`config.mk`:
```
export PLATFORM = sky130hd
export DESIGN_NAME = fixed_block_partition_allocator
export DESIGN_NICKNAME = d
export VERILOG_FILES = /design/src/design/fbpa_pkg.sv /design/src/design/fbpa_cfg.sv /design/src/design/fbpa_scan.sv /design/src/design/fixed_block_partition_allocator.sv
export SDC_FILE = /design/constraint.sdc
export NUM_CORES = 1
export LEC_CHECK = 0
export ABC_CLOCK_PERIOD_IN_PS = 7800
export BUFFER_PORTS_ARGS = -buffer_cell sky130_fd_sc_hd__buf_2
export CAP_MARGIN = 30
export CELL_PAD_IN_SITES_DETAIL_PLACEMENT = 1
export CELL_PAD_IN_SITES_GLOBAL_PLACEMENT = 1
export CORE_ASPECT_RATIO = 0.7
export CORE_MARGIN = 10
export CORE_UTILIZATION = 37
export DETAILED_ROUTE_END_ITERATION = 8
export MAX_ROUTING_LAYER = met4
export PLACE_DENSITY = 0.71
export SLEW_MARGIN = 30
export SYNTH_ARGS = -nofsm -noshare
export SYNTH_HDL_FRONTEND = slang
export SYNTH_SLANG_ARGS = --single-unit
```
`constraint.sdc`:
```
create_clock -name clk -period 7.8 [get_ports clk]
set_input_delay 0.78 -clock clk [delete_from_list [all_inputs] [get_ports clk]]
set_output_delay 0.78 -clock clk [all_outputs]
set_load 0.05 [all_outputs]
```
`src/design/fbpa_pkg.sv`:
```
package fbpa_pkg;

  // Fixed register file layout: four partitions, size then count
  localparam int CFG_PARTS = 4;
  localparam int PART_W    = 2;
  localparam int SIZE_W    = 8;
  localparam int COUNT_W   = 6;
  localparam int BLOCK_W   = 5;
  localparam int CMD_W     = 2;
  localparam int STATUS_W  = 2;
  localparam int CFG_IDX_W = 3;
  localparam int ACT_W     = 7;

  // Commands
  localparam logic [CMD_W-1:0] CMD_ALLOC   = 2'd0;
  localparam logic [CMD_W-1:0] CMD_FREE    = 2'd1;
  localparam logic [CMD_W-1:0] CMD_REALLOC = 2'd2;

  // Result status codes
  localparam logic [STATUS_W-1:0] ST_OK       = 2'd0;
  localparam logic [STATUS_W-1:0] ST_INVALID  = 2'd1;
  localparam logic [STATUS_W-1:0] ST_NOBLOCK  = 2'd2;
  localparam logic [STATUS_W-1:0] ST_NOTFOUND = 2'd3;

  // Register index: low bit selects size or count, upper bits the partition
  localparam logic REG_SEL_SIZE  = 1'b0;
  localparam logic REG_SEL_COUNT = 1'b1;

  // Reallocate compares against the old block size less this fixed slack
  localparam logic [SIZE_W-1:0] REALLOC_SLACK = 8'd2;
  localparam logic [SIZE_W-1:0] NO_OLD_SIZE   = 8'd255;

  typedef struct packed {
    logic              present;
    logic [SIZE_W-1:0]  size;
    logic [COUNT_W-1:0] count;
  } part_info_t;

endpackage

```
`src/design/fbpa_cfg.sv`:
```
module fbpa_cfg #(
  parameter int NUM_PARTITIONS = 4,
  parameter int MAX_BLOCKS     = 32
) (
  input  logic                                clk,
  input  logic                                rst,
  input  logic                                cfg_we,
  input  logic [fbpa_pkg::CFG_IDX_W-1:0]      cfg_index,
  input  logic [fbpa_pkg::SIZE_W-1:0]         cfg_data,
  output fbpa_pkg::part_info_t                info [fbpa_pkg::CFG_PARTS],
  output logic [fbpa_pkg::SIZE_W-1:0]         largest
);

  logic [fbpa_pkg::SIZE_W-1:0]  size  [fbpa_pkg::CFG_PARTS];
  logic [fbpa_pkg::COUNT_W-1:0] count [fbpa_pkg::CFG_PARTS];
  logic [fbpa_pkg::PART_W-1:0]  wr_part;

  assign wr_part = cfg_index[fbpa_pkg::CFG_IDX_W-1:1];

  // Hold the partition registers; write size or count by index
  always_ff @(posedge clk) begin
    if (rst) begin
      for (int p = 0; p < fbpa_pkg::CFG_PARTS; p++) begin
        size[p]  <= '0;
        count[p] <= '0;
      end
    end else if (cfg_we) begin
      if (cfg_index[0] == fbpa_pkg::REG_SEL_SIZE) begin
        size[wr_part] <= cfg_data;
      end else begin
        count[wr_part] <= cfg_data[fbpa_pkg::COUNT_W-1:0];
      end
    end
  end

  // Mark a partition present when in range, sized and not over-counted
  always_comb begin
    for (int p = 0; p < fbpa_pkg::CFG_PARTS; p++) begin
      info[p].size    = size[p];
      info[p].count   = count[p];
      info[p].present = (p < NUM_PARTITIONS) && (size[p] != '0) &&
                        ({1'b0, count[p]} <= (fbpa_pkg::COUNT_W+1)'(MAX_BLOCKS));
    end
  end

  // Take the largest block size over present partitions
  always_comb begin
    largest = '0;
    for (int p = 0; p < fbpa_pkg::CFG_PARTS; p++) begin
      if (info[p].present && (size[p] > largest)) begin
        largest = size[p];
      end
    end
  end

endmodule

```
`src/design/fbpa_scan.sv`:
```
module fbpa_scan #(
  parameter int MAX_BLOCKS  = 32,
  parameter int GUARD_BYTES = 2,
  localparam int BW = (MAX_BLOCKS > 1) ? $clog2(MAX_BLOCKS) : 1
) (
  input  fbpa_pkg::part_info_t         info,
  input  logic [MAX_BLOCKS-1:0]        map_word,
  input  logic [fbpa_pkg::SIZE_W-1:0]  req_size,
  output logic                         hit,
  output logic [BW-1:0]                idx
);

  logic          fit;
  logic          any_free;
  logic [BW-1:0] low_free;

  // Skip blocks too small once the guard bytes are added
  assign fit = info.present &&
               (({1'b0, req_size} + (fbpa_pkg::SIZE_W+1)'(GUARD_BYTES)) <=
                {1'b0, info.size});

  // Find the lowest free block below the partition's count
  always_comb begin
    any_free = 1'b0;
    low_free = '0;
    for (int b = MAX_BLOCKS - 1; b >= 0; b--) begin
      if (!map_word[b] && ((fbpa_pkg::COUNT_W+1)'(b) < {1'b0, info.count})) begin
        any_free = 1'b1;
        low_free = BW'(b);
      end
    end
  end

  assign hit = fit && any_free;
  assign idx = low_free;

endmodule

```
`src/design/fixed_block_partition_allocator.sv`:
```
// Fixed-size block pool allocator over four configurable partitions.
//
// Configuration: write cfg_data to register cfg_index with cfg_we while the
// block is idle. Index 2p sets the block size of partition p, index 2p+1
// its block count. A partition with size zero is unused.
// Commands: raise start with command, request_size and the handle fields
// while busy is low; the beat is taken at that edge. Allocate grants the
// lowest free block of the first fitting partition, free releases a handle,
// reallocate allocates anew, then frees the old handle; size zero only frees.
// Results: done is high for exactly one cycle with status and the grant
// fields; the receiver cannot stall, so a result is never held back.
// Sequencing: the shared scan unit looks at one partition per cycle. A
// rejected request registers done straight from the accepted beat. Allocate
// scans the partitions in order and registers done at the first hit or after
// the last partition; reallocate adds a free step for the old block after a
// grant, and free runs only the free step. busy stays high while an item is
// at work, so no new beat is taken before done; one may start in that cycle.
// Reset clears the configuration, all in-use maps and active counts at once.
module fixed_block_partition_allocator #(
  parameter int NUM_PARTITIONS = 4,
  parameter int MAX_BLOCKS     = 32,
  parameter int GUARD_BYTES    = 2
) (
  input  logic                               clk,
  input  logic                               rst,
  input  logic                               cfg_we,
  input  logic [fbpa_pkg::CFG_IDX_W-1:0]     cfg_index,
  input  logic [fbpa_pkg::SIZE_W-1:0]        cfg_data,
  input  logic                               start,
  output logic                               busy,
  input  logic [fbpa_pkg::CMD_W-1:0]         command,
  input  logic [fbpa_pkg::SIZE_W-1:0]        request_size,
  input  logic [fbpa_pkg::PART_W-1:0]        handle_partition,
  input  logic [fbpa_pkg::BLOCK_W-1:0]       handle_block,
  output logic                               done,
  output logic [fbpa_pkg::STATUS_W-1:0]      status,
  output logic                               grant_valid,
  output logic [fbpa_pkg::PART_W-1:0]        grant_partition,
  output logic [fbpa_pkg::BLOCK_W-1:0]       grant_block
);

  localparam int BW = (MAX_BLOCKS > 1) ? $clog2(MAX_BLOCKS) : 1;

  typedef enum logic [1:0] {S_IDLE, S_SCAN, S_FREE} state_t;

  state_t                         state;
  fbpa_pkg::part_info_t           info [fbpa_pkg::CFG_PARTS];
  logic [fbpa_pkg::SIZE_W-1:0]    largest;
  logic [MAX_BLOCKS-1:0]          map [fbpa_pkg::CFG_PARTS];
  logic [fbpa_pkg::ACT_W-1:0]     act [fbpa_pkg::CFG_PARTS];

  logic [fbpa_pkg::CMD_W-1:0]     cmd_r;
  logic [fbpa_pkg::SIZE_W-1:0]    size_r;
  logic [fbpa_pkg::PART_W-1:0]    hp_r;
  logic [fbpa_pkg::BLOCK_W-1:0]   hb_r;
  logic [fbpa_pkg::PART_W-1:0]    pidx;

  logic                           accept;
  logic                           in_found;
  logic [fbpa_pkg::SIZE_W-1:0]    old_size;
  logic [fbpa_pkg::PART_W-1:0]    rd_part;
  logic [MAX_BLOCKS-1:0]          map_word;
  logic                           scan_hit;
  logic [BW-1:0]                  scan_idx;
  logic                           free_found;
  logic [BW-1:0]                  hb_idx;

  fbpa_cfg #(
    .NUM_PARTITIONS (NUM_PARTITIONS),
    .MAX_BLOCKS     (MAX_BLOCKS)
  ) u_cfg (
    .clk       (clk),
    .rst       (rst),
    .cfg_we    (cfg_we),
    .cfg_index (cfg_index),
    .cfg_data  (cfg_data),
    .info      (info),
    .largest   (largest)
  );

  // Read one partition map: the old handle's while freeing, else the scan's
  assign rd_part  = (state == S_FREE) ? hp_r : pidx;
  assign map_word = map[rd_part];

  fbpa_scan #(
    .MAX_BLOCKS  (MAX_BLOCKS),
    .GUARD_BYTES (GUARD_BYTES)
  ) u_scan (
    .info     (info[pidx]),
    .map_word (map_word),
    .req_size (size_r),
    .hit      (scan_hit),
    .idx      (scan_idx)
  );

  assign busy   = (state != S_IDLE);
  assign accept = start && !busy;

  // Look up the incoming handle to get the old block size for reallocate
  assign in_found = info[handle_partition].present &&
                    ({1'b0, handle_block} < info[handle_partition].count);
  assign old_size = in_found ? (info[handle_partition].size - fbpa_pkg::REALLOC_SLACK)
                             : fbpa_pkg::NO_OLD_SIZE;

  // Look up the held handle for the free step
  assign free_found = info[hp_r].present && ({1'b0, hb_r} < info[hp_r].count);
  assign hb_idx     = BW'(hb_r);

  // Sequence accept, partition scan and free; register the result beat
  always_ff @(posedge clk) begin
    if (rst) begin
      state <= S_IDLE;
      done  <= 1'b0;
      pidx  <= '0;
      for (int p = 0; p < fbpa_pkg::CFG_PARTS; p++) begin
        map[p] <= '0;
        act[p] <= '0;
      end
    end else begin
      done <= 1'b0;
      case (state)
        S_IDLE: begin
          if (accept) begin
            cmd_r           <= command;
            size_r          <= request_size;
            hp_r            <= handle_partition;
            hb_r            <= handle_block;
            pidx            <= '0;
            grant_valid     <= 1'b0;
            grant_partition <= '0;
            grant_block     <= '0;
            case (command)
              fbpa_pkg::CMD_ALLOC: begin
                if (request_size > largest) begin
                  status <= fbpa_pkg::ST_INVALID;
                  done   <= 1'b1;
                end else begin
                  state <= S_SCAN;
                end
              end
              fbpa_pkg::CMD_FREE: begin
                state <= S_FREE;
              end
              fbpa_pkg::CMD_REALLOC: begin
                if (request_size == '0) begin
                  state <= S_FREE;
                end else if ((request_size > largest) || (request_size == old_size)) begin
                  status <= fbpa_pkg::ST_INVALID;
                  done   <= 1'b1;
                end else begin
                  state <= S_SCAN;
                end
              end
              default: begin
                status <= fbpa_pkg::ST_INVALID;
                done   <= 1'b1;
              end
            endcase
          end
        end
        S_SCAN: begin
          if (scan_hit) begin
            map[pidx][scan_idx] <= 1'b1;
            act[pidx]           <= act[pidx] + 1'b1;
            grant_valid         <= 1'b1;
            grant_partition     <= pidx;
            grant_block         <= fbpa_pkg::BLOCK_W'(scan_idx);
            if (cmd_r == fbpa_pkg::CMD_REALLOC) begin
              state <= S_FREE;
            end else begin
              status <= fbpa_pkg::ST_OK;
              done   <= 1'b1;
              state  <= S_IDLE;
            end
          end else if (pidx == fbpa_pkg::PART_W'(fbpa_pkg::CFG_PARTS - 1)) begin
            status <= fbpa_pkg::ST_NOBLOCK;
            done   <= 1'b1;
            state  <= S_IDLE;
          end else begin
            pidx <= pidx + 1'b1;
          end
        end
        S_FREE: begin
          if (!free_found) begin
            status <= fbpa_pkg::ST_NOTFOUND;
          end else begin
            status <= fbpa_pkg::ST_OK;
            if (map_word[hb_idx]) begin
              map[hp_r][hb_idx] <= 1'b0;
              if (act[hp_r] != '0) begin
                act[hp_r] <= act[hp_r] - 1'b1;
              end
            end
          end
          done  <= 1'b1;
          state <= S_IDLE;
        end
        default: begin
          state <= S_IDLE;
        end
      endcase
    end
  end

  // A result beat only follows an item that was at work or just accepted
  a_done_follows_work: assert property (@(posedge clk) disable iff (rst)
    done |-> $past(busy) || $past(accept))
    else $error("result beat without an item in flight");

  // An accepted item keeps the block busy or delivers its beat at once
  a_accept_progress: assert property (@(posedge clk) disable iff (rst)
    accept |=> busy || done)
    else $error("accepted item neither in progress nor finished");

  // A result without a grant carries zero grant fields
  a_no_grant_zero: assert property (@(posedge clk) disable iff (rst)
    (done && !grant_valid) |-> (grant_partition == '0) && (grant_block == '0))
    else $error("grant fields set without a grant");

  // A granted block lies in a present partition, below its count
  a_grant_present: assert property (@(posedge clk) disable iff (rst)
    (done && grant_valid) |-> info[grant_partition].present &&
                              ({1'b0, grant_block} < info[grant_partition].count))
    else $error("grant outside a present partition");

endmodule

```
## Word level (Yosys, flattened, before mapping)

Memory sizes are Yosys's and may differ from the RTL's.
Index checks and enable logic that the tools add are counted.

| storage, ports and cells | value |
|---|---|
| flip-flop bits (word level) | 32 |
| memory bits (writable) | 184 |
| output and inout port bits | 12 |
| memories kept | 3 |

| operators by class | value |
|---|---|
| add/sub/neg operators | 3 |
| $lt $le $gt $ge | 51 |
| equal/unequal tests | 20 |
| muxes and demuxes | 156 |
| bitwise operators | 4 |
| reductions and logical operators | 100 |

Memories:

| memory | words | width | rd ports | clocked after Yosys merged registers in | write ports | line | RTL |
|---|---|---|---|---|---|---|---|
| map | 4 | 32 | 1 | 0 | 4 | fixed_block_partition_allocator.sv:49 | `logic [MAX_BLOCKS-1:0] map [fbpa_pkg::CFG_PARTS];` |
| u_cfg.size | 4 | 8 | 4 | 0 | 4 | fbpa_cfg.sv:14 | `logic [fbpa_pkg::SIZE_W-1:0] size [fbpa_pkg::CFG_PARTS];` |
| u_cfg.count | 4 | 6 | 4 | 0 | 4 | fbpa_cfg.sv:15 | `logic [fbpa_pkg::COUNT_W-1:0] count [fbpa_pkg::CFG_PARTS];` |

Operator list:

| kind | number |
|---|---|
| $mux 32 | 6 |
| $mux 5 | 34 |
| $lt 5x6->1 const A | 16 |
| $bmux 15 s2 | 3 |
| $mux 15 | 6 |
| $reduce_or 32->1 | 2 |
| $mux 1 | 63 |
| $lt 4x6->1 const A | 8 |
| $mux 2 | 24 |
| $mux 8 | 6 |
| $logic_and 1x1->1 | 47 |
| $logic_not 1->1 | 33 |
| $gt 8x8->1 | 4 |
| $reduce_bool 8->1 | 4 |
| $le 6x6->1 const B | 4 |
| $lt 3x6->1 const A | 4 |
| $ne 3x3->1 const B | 6 |
| $pmux 2 s3 | 3 |
| $lt 1x6->1 const A | 2 |
| $lt 2x6->1 const A | 2 |
| $lt 5x6->1 | 2 |
| $lt 5x6->1 const B | 2 |
| $pmux 2 s2 | 3 |
| $demux 1 s5 | 2 |
| other kinds (31) | 48 |

## Depth between registers and ports, before layout

Gate-level depths: netlist of the first run.

| logic depth | value |
|---|---|
| depth after elaboration | 47 |
| mapped depth | 46 |

## Hierarchy

Synthesis of the first run repeated with hierarchy kept, for this count alone.

| second synthesis, totals | value |
|---|---|
| cell total of the unflattened synthesis | 1410 |
| area total of the unflattened synthesis | 14914.3 um^2 |

Modules (own cells, without submodules):

| module | times used | cells each | area an instance (um^2) | sequential area each (um^2) |
|---|---|---|---|---|
| fixed_block_partition_allocator | 1 | 902 | 10090.9 | 4754.6 |
| fbpa_cfg | 1 | 300 | 3429.5 | 1681.6 |
| fbpa_scan | 1 | 208 | 1393.8 | 0.0 |

## Worst setup path after synthesis of the first run

Ideal clock, no wire load.

| timing | value |
|---|---|
| path kind | register to register |
| from | memory u_cfg.count[0][1] (netlist name) |
| to | register state[1] |
| arrival time | 8.519 ns |
| required time | 7.721 ns |
| path slack | -0.798 ns |
| cell stages (with the launch flop) | 45 |
| buffers on the path | 4 |
| period minus slack after synthesis | 8.598 ns |
| cells stage by stage | edfxtp_1 -> or4_1 -> o21ai_2 -> and2_1 -> inv_1 -> ha_1 -> nor2b_1 -> o21a_1 -> o21a_1 -> o21ai_0 -> a221oi_1 -> clkbuf_1 -> nand2_1 -> o21ai_0 -> inv_1 -> ha_1 -> a21o_1 -> a21o_1 -> (+9 left out) -> a21o_1 -> a21oi_1 -> o21ai_0 -> o211a_1 -> clkbuf_1 -> clkbuf_1 -> o311ai_0 -> ha_1 -> nor2b_1 -> o21a_1 -> o21a_1 -> o21ai_0 -> a21oi_1 -> o22ai_1 -> o21ai_0 -> a21boi_0 -> a221o_1 -> a22oi_1 |

RTL lines:

| element | line | RTL |
|---|---|---|
| start, declared | fbpa_cfg.sv:15 |  |
| end signal, assigned | fixed_block_partition_allocator.sv:112 | `state <= S_IDLE;` |
| end signal, assigned | fixed_block_partition_allocator.sv:138 | `state <= S_SCAN;` |
| end signal, assigned | fixed_block_partition_allocator.sv:142 | `state <= S_FREE;` |
| end, declared | fixed_block_partition_allocator.sv:46 | `state_t state;` |

==> results.md, run 1 <==
- Status: finished, final reports clean
- HPWL Detailed: 49.3 mm
- Max Root-Sink Buffers: 3
- Core Util, Final: 42.5%
- Area grow syn2layout: 12.9%
- Number of synthesized flops with an enable pin: 211
- Core area: 0.0440 sq mm
- Sum of negative setup slack: 0 ns
- FFs w/ async S/R, synth: 0%
- Crit path DAT: 8.24 ns
- Setup Crit Path Kind: reg2reg
- Clk slew on worst S/H paths: 0.06 ns
- GP Congestion: 0.993
- Final Setup Violations: 0
- Synth Flop Type: edfxtp_1
- Cells after synthesis: 1,620
- Avg Inst Size Synth: 10.2 sq um
- Critical Path Sink Type: flip-flop
- Most frequent cell after synthesis: edfxtp_1
- F_max: 129 MHz
- Gr ovfl total: 0
- Hold crit path type: in2reg
- Final WL: 66.4 mm
- Startpoint Class: flip-flop
- Worst r2r path cells: 40
- Initial Util: 37.7%
- # fillers: 4,776
- Syn_nets: 1,709
- Crit share post-route: 99.5%
- Total of max-cap violations: 0
- Crit path time final: 7.76 ns
- Pin count of the biggest net entering global routing: 59
- CTS buffer count: 25
- H-Tree Depth: 1
- Yosys top cell by area: edfxtp_1
- Synthesized area: 0.0166 sq mm
- Initial DRC count: 2,006
- # clock sinks: 216
- Layout cells sized above 1: 21.1%
- Layout Nets: 1,751
- Yosys reg bits: 216
- TritonCTS clock tree: done
- Fin. Hold Viols: 0
- Port buffer count: 43
- Io pins: 44
- Sequential share of the synthesized area: 38.9%
- Warnings, synthesis: 0
- Crit-path max cell delay: 0.56 ns
- Slowest cell on crit path: or4_4
- DRT Pass-1 Iters: 5
- Area contributors post-synth: edfxtp_1 38%, mux4_2 7.8%, ha_1 4.3%, mux2i_1 3.4%, nor2_1 3.1%
- Leak: 0.00649 uW
- Post-route DRC: 0
- Initial antenna violation count: 0
- Antenna Nets Post-Route: 0
- PD cells: 234 mW/mm^2
- Share of the synthesized area in the top cell type: 38.3%
- Root buffer cell: clkbuf_16
- Chip height: 197 um
- Slew @ Worst Pin: 1.12 ns
- Hold Crit Depth: 1
- Top cells by count, synth: 211 x edfxtp_1, 135 x nor2_1, 107 x nand2_1
- Clock skew: 0.0151 ns
- Crit path max fanout: 9
- RSZ-0062 raised after global routing: true
- Peak supply drop: 0.135 mV
- Die Footprint: 0.0537 sq mm
- Cell Rows: 64
- Cell variety after synth: 109
- Clk Latency, worst-skew pair: 0.56 ns
- First-pass GRT wire length: 98.4 mm
- Total track usage: 24.7%
- Crit-path most repeated cell: a21oi_2
- Antenna Cells: 0
- Worst Path Required: 8.28 ns
- Avg WL per Cell: 29.2 um
- Via Count: 14,900
- Final Power: 4380 uW
- Drt via density: 6.56
- Slew headroom: 24.1%
- Final slew viol count: 0
- Die W: 273 um
- Vias in the first global route: 14,700
[kinds of logic (layout without fill, tap and decap cells)]
family | count (synthesis) | in the layout | synth area share (%)
and+or+nand+nor | 612 | 612 | 19.9
AOI/OAI and AO/OA | 417 | 417 | 18.5
DFF | 216 | 216 | 38.9
buffers and inverters | 172 | 232 | 4.87
muxes | 129 | 129 | 12.6
adders and majority gates | 58 | 58 | 4.37
xor gates and xnor gates | 16 | 16 | 0.937
[state kept, by name, indices dropped and copies added, names as in the netlist]
register and flops:
done 1, map 128, u_cfg.size 32, size_r 8, grant_block 5, grant_valid 1, pidx 2, grant_partition 2
cmd_r 2, state 2, u_cfg.count 24, status 2, hb_idx 5, hp_r 2
[critical path, delay by kind of cell (launching register included)]
| kind | cells | cell delay [ns] |
|---|---|---|
| DFF | 1 | 0.38 |
| muxes | 1 | 0.20 |
| AOI/OAI and AO/OA | 22 | 3.32 |
| and+or+nand+nor | 8 | 1.84 |
| adders and majority gates | 4 | 1.14 |
| buffers and inverters | 5 | 0.76 |
[worst paths after layout]
kind | slack [ns] | from | endpoint
worst max-delay path | 0.04 | u_cfg.count[0][1] | state[1]
worst min-delay path | 0.46 | handle_block[0] | hb_idx[0]
worst max register to register | 0.04 | u_cfg.count[0][1] | state[1]
worst min register to register | 0.53 | state[0] | state[0]
[per-layer routing]
layer	GRT usage, %	up-vias	wire length (um)
li1	-	6366	-
met1	36.8	7543	30500
met2	33.4	881	26900
met3	5.26	120	7510
met4	5.58	0	1440
met5	-	-	0
[stage by stage]
stage / hold WS, ns / setup slack, ns / instance area [sq um] / cells
after floorplan: 0.472 / 0.00619 / 16700 / 1620
after global placement: 0.499 / 0.122 / 17600 / 2218
after detailed placement: 0.532 / -0.125 / 17600 / 2218
after CTS: 0.448 / 0.00444 / 18400 / 2267
after global routing: 0.452 / -0.351 / 18700 / 2274
final: 0.458 / 0.0364 / 18700 / 2274
[cell type report]
cell class	count	area, sq um	area share, %
clock inverters	14	125	0.669
well taps	594	743	3.98
inverters	58	218	1.16
clock buffers	31	648	3.47
multi-input cells	1232	9640	51.6
flip-flops and latches	216	6440	34.4
repair buffers	129	883	4.73
[cells in the final DEF (no fill, tap or decap), types with 9 or more instances in the layout]
master | netlist | routed
nand4_1 | 10 | 10
o22ai_1 | 11 | 10
a21o_1 | 37 | 37
ha_1 | 57 | 49
a21oi_1 | 76 | 68
o21ai_0 | 93 | 80
or2_2 | 11 | 11
mux4_2 | 57 | 57
inv_1 | 55 | 52
nand2_1 | 107 | 103
edfxtp_1 | 211 | 211
a221oi_2 | 10 | 12
o31ai_1 | 19 | 18
nor4_1 | 17 | 17
nand3_1 | 43 | 43
nor3_1 | 66 | 65
and3_1 | 13 | 12
mux2_2 | 10 | 10
nor2b_1 | 26 | 24
a31oi_1 | 10 | 10
nand2b_1 | 22 | 22
o21a_1 | 12 | 11
a21oi_2 | 1 | 9
nor2_1 | 135 | 133
mux2i_1 | 57 | 57
or4_1 | 20 | 17
o21ai_1 | 6 | 13
or3_1 | 13 | 13
and2_1 | 74 | 72
buf_2 | 33 | 43
clkbuf_16 | 0 | 25
buf_4 | 3 | 81
[power breakdown]
part | internal, uW | switching (uW)
registers | 1390 | 99.5
logic | 602 | 1130
clock network | 655 | 503
total | 2640 | 1730
[timing repair]
item | 4_1_cts | 5_1_grt
gates cloned | 1 | 0
endpoints found under the hold margin | 0 | 0
buffers inserted | 3 | 7
hold buffers | 0 | 0
setup endpoints to repair | 5 | 5
pin swaps | 8 | 36
resized for setup | 10 | 45
Note: power is estimated with default switching activity, not from simulation.
==> inputs of run 2 (changes only) <==
Settings changed: SETUP_SLACK_MARGIN set to 0.5.
==> run 2 against run 1 <==
Design area up 0.70%. Utilization is 0.30 points higher. Via count down 0.48%. Final cell count up 0.26%. First-iteration DRC count decreased by 9.7%. Sequential power barely moved. Power rose by 1.9%. Critical path depth unchanged. Critical path type unchanged. Die area stayed put. Clock power rose by 6%. Wire length up 0.57%.
==> results.md, run 2 (synthesis results as in run 1) <==
- Status: finished, final reports clean
- Final Power: 4460 uW (+1.9%)
- Internal power: 2710 uW (+2.7%)
- WP buf/inv: 4 (-1)
- Routed wl met3: 8.53 mm (+14%)
- Core area: 0.0440 sq mm (unchanged)
- F_max: 130 MHz (+0.82%)
- Slew @ Worst Pin: 1.03 ns (-0.0973 ns)
- Sum of negative setup slack: 0 ns (unchanged)
- Max Root-Sink Buffers: 3 (unchanged)
- Sw Share: 39.2% (-0.43 points)
- Final slew viol count: 0 (unchanged)
- Chip height: 197 um (unchanged)
- RSZ-0062 raised after global routing: true
- Crit path max fanout: 9 (unchanged)
- Crit share post-route: 98.7% (-0.81 points)
- Post-route DRC: 0 (unchanged)
- DRT Pass-1 Iters: 6 (+1)
- Largest registers: map (128), u_cfg.size (32), u_cfg.count (24)
- Crit path setup slack, layout: 0.0998 ns (+0.0634 ns)
- Clock skew: 0.0163 ns (+0.00120 ns)
- Final Setup Violations: 0 (unchanged)
- Slowest cell on crit path: or4_4
- Critical Path Sink Type: flip-flop
- Crit path time final: 7.70 ns (-0.0634 ns)
- Worst slack, placed: -0.166 ns (-0.0415 ns)
- TritonCTS clock tree: done
- Initial antenna violation count: 6 (+6)
- Layout cells sized above 1: 21.6% (+0.46 points)
- Max layer used: met4
- Clk Latency, worst-skew pair: 0.57 ns (about the same)
- Total track usage: 25.1% (+0.32 points)
- Layout Nets: 1,753 (+0.11%)
- Fin. Hold Viols: 0 (unchanged)
- Metal-1 WL: 29.8 mm (-2.3%)
- Reg power frac: 33.4% (-0.6 points)
- Cell Rows: 64 (unchanged)
- Antenna Nets Post-Route: 0 (unchanged)
- Leak: 0.00653 uW (+0.63%)
- Slew headroom: 31.6% (+7.5 points)
- Total of max-cap violations: 0 (unchanged)
- Avg WL per Cell: 29.3 um (+0.31%)
- Biggest register: map
- Final WL: 66.8 mm (+0.57%)
- CTS buffer count: 25 (unchanged)
- Via Count: 14,800 (-0.48%)
- Gr ovfl total: 0 (unchanged)
- Clk network pwr share: 27.5% (+1.0 points)
- Drt via density: 6.51 (-0.74%)
- Crit path DAT: 8.18 ns (-0.06 ns)
- Clk slew on worst S/H paths: 0.07 ns (about the same)
- Io pins: 44 (unchanged)
- Pin count of the biggest net entering global routing: 67 (+14%)
- CP delay by family, top: compound AO/OA/AOI/OAI gates
- Combinational power share: 39.1% (-0.5 points)
- Area grow syn2layout: 13.7%
- Setup Crit Path Kind: reg2reg
- PD cells: 237 mW/mm^2 (+1.2%)
- Commonest non-fill, non-tap cell in the layout: edfxtp_1
- Peak supply drop: 0.145 mV (+7.5%)
- Worst Path Required: 8.28 ns (about the same)
- Crit-path max cell delay: 0.55 ns (about the same)
- Wire length on met2: 26.8 mm (-0.59%)
- Initial Util: 37.7% (unchanged)
- GP Congestion: 0.990 (-0.24%)
- HPWL Detailed: 50.2 mm (+1.9%)
- Die W: 273 um (unchanged)
- Vias in the first global route: 14,900 (+1.2%)
- Die Footprint: 0.0537 sq mm (unchanged)
- Crit-path most repeated cell: a21oi_2
- First-pass GRT wire length: 99.4 mm (+0.99%)
- Hold crit path type: in2reg
- Fin cells: 2,280 (+0.26%)
- Port buffer count: 43 (unchanged)
- # clock sinks: 216 (unchanged)
- H-Tree Depth: 1 (unchanged)
- Startpoint Class: flip-flop
- Switching power total: 1750 uW (+0.82%)
- Initial DRC count: 1,812 (-9.7%)
- Number of flip-flops in the largest register: 128 (unchanged)
- Most frequent cells in the layout: 211 x edfxtp_1, 132 x nor2_1, 105 x nand2_1, 84 x buf_4, 79 x o21ai_0
- Root buffer cell: clkbuf_16
- Post-placement cell count: 2,218 (unchanged)
## run 2: final timing paths
kind	end	from	slack (ns)	depth (start not counted)
max	state[1]	u_cfg.count[0][1]	0.1	40
max reg2reg	state[1]	u_cfg.count[0][1]	0.1	40
min reg2reg	state[0]	state[0]	0.53	2
min	hb_idx[4]	handle_block[4]	0.44	1
## run 2: routing by layer
layer | GRT usage, % | vias up
li1 | - | 6374
met1 | 35.1 | 7518
met2 | 33.9 | 821
met3 | 8.71 | 125
met4 | 5.69 | 0
met5 | - | -
## run 2: power by group through the flow
stage | clock network (uW) | logic [uW] | registers (uW)
after floorplan | 0 | 1060 | 1510
after global placement | 0 | 1570 | 1500
after detailed placement | 0 | 1610 | 1510
after CTS | 1240 | 1650 | 1480
after global routing | 1280 | 1840 | 1500
final | 1230 | 1750 | 1490
## run 2: cell type report
class | instances | area [sq um]
timing repair buffer | 131 | 902
fill | 4837 | 25100
clock inverter | 13 | 173
clock buffer | 31 | 648
tap | 594 | 743
multi-input combinational | 1232 | 9690
inverter | 58 | 220
sequential | 216 | 6440
antenna | 5 | 12.5
## run 2: what timing repair did
action,4_1_cts,5_1_grt
endpoints found under the hold margin,0,0
cloned,1,0
pin swaps,23,16
hold buffers,0,0
resized for setup,20,33
setup buffers,8,4
setup endpoints to repair,5,5
## run 2: stage by stage
| step | hold WS, ns | util [%] | cell area [sq um] |
|---|---|---|---|
| finish | 0.443 | 42.8 | 18800 |
| global route | 0.428 | 42.8 | 18800 |
| CTS | 0.429 | 42.3 | 18600 |
| detailed placement | 0.525 | 40.1 | 17600 |
| global placement | 0.500 | 40.1 | 17600 |
| floorplan | 0.472 | - | 16700 |
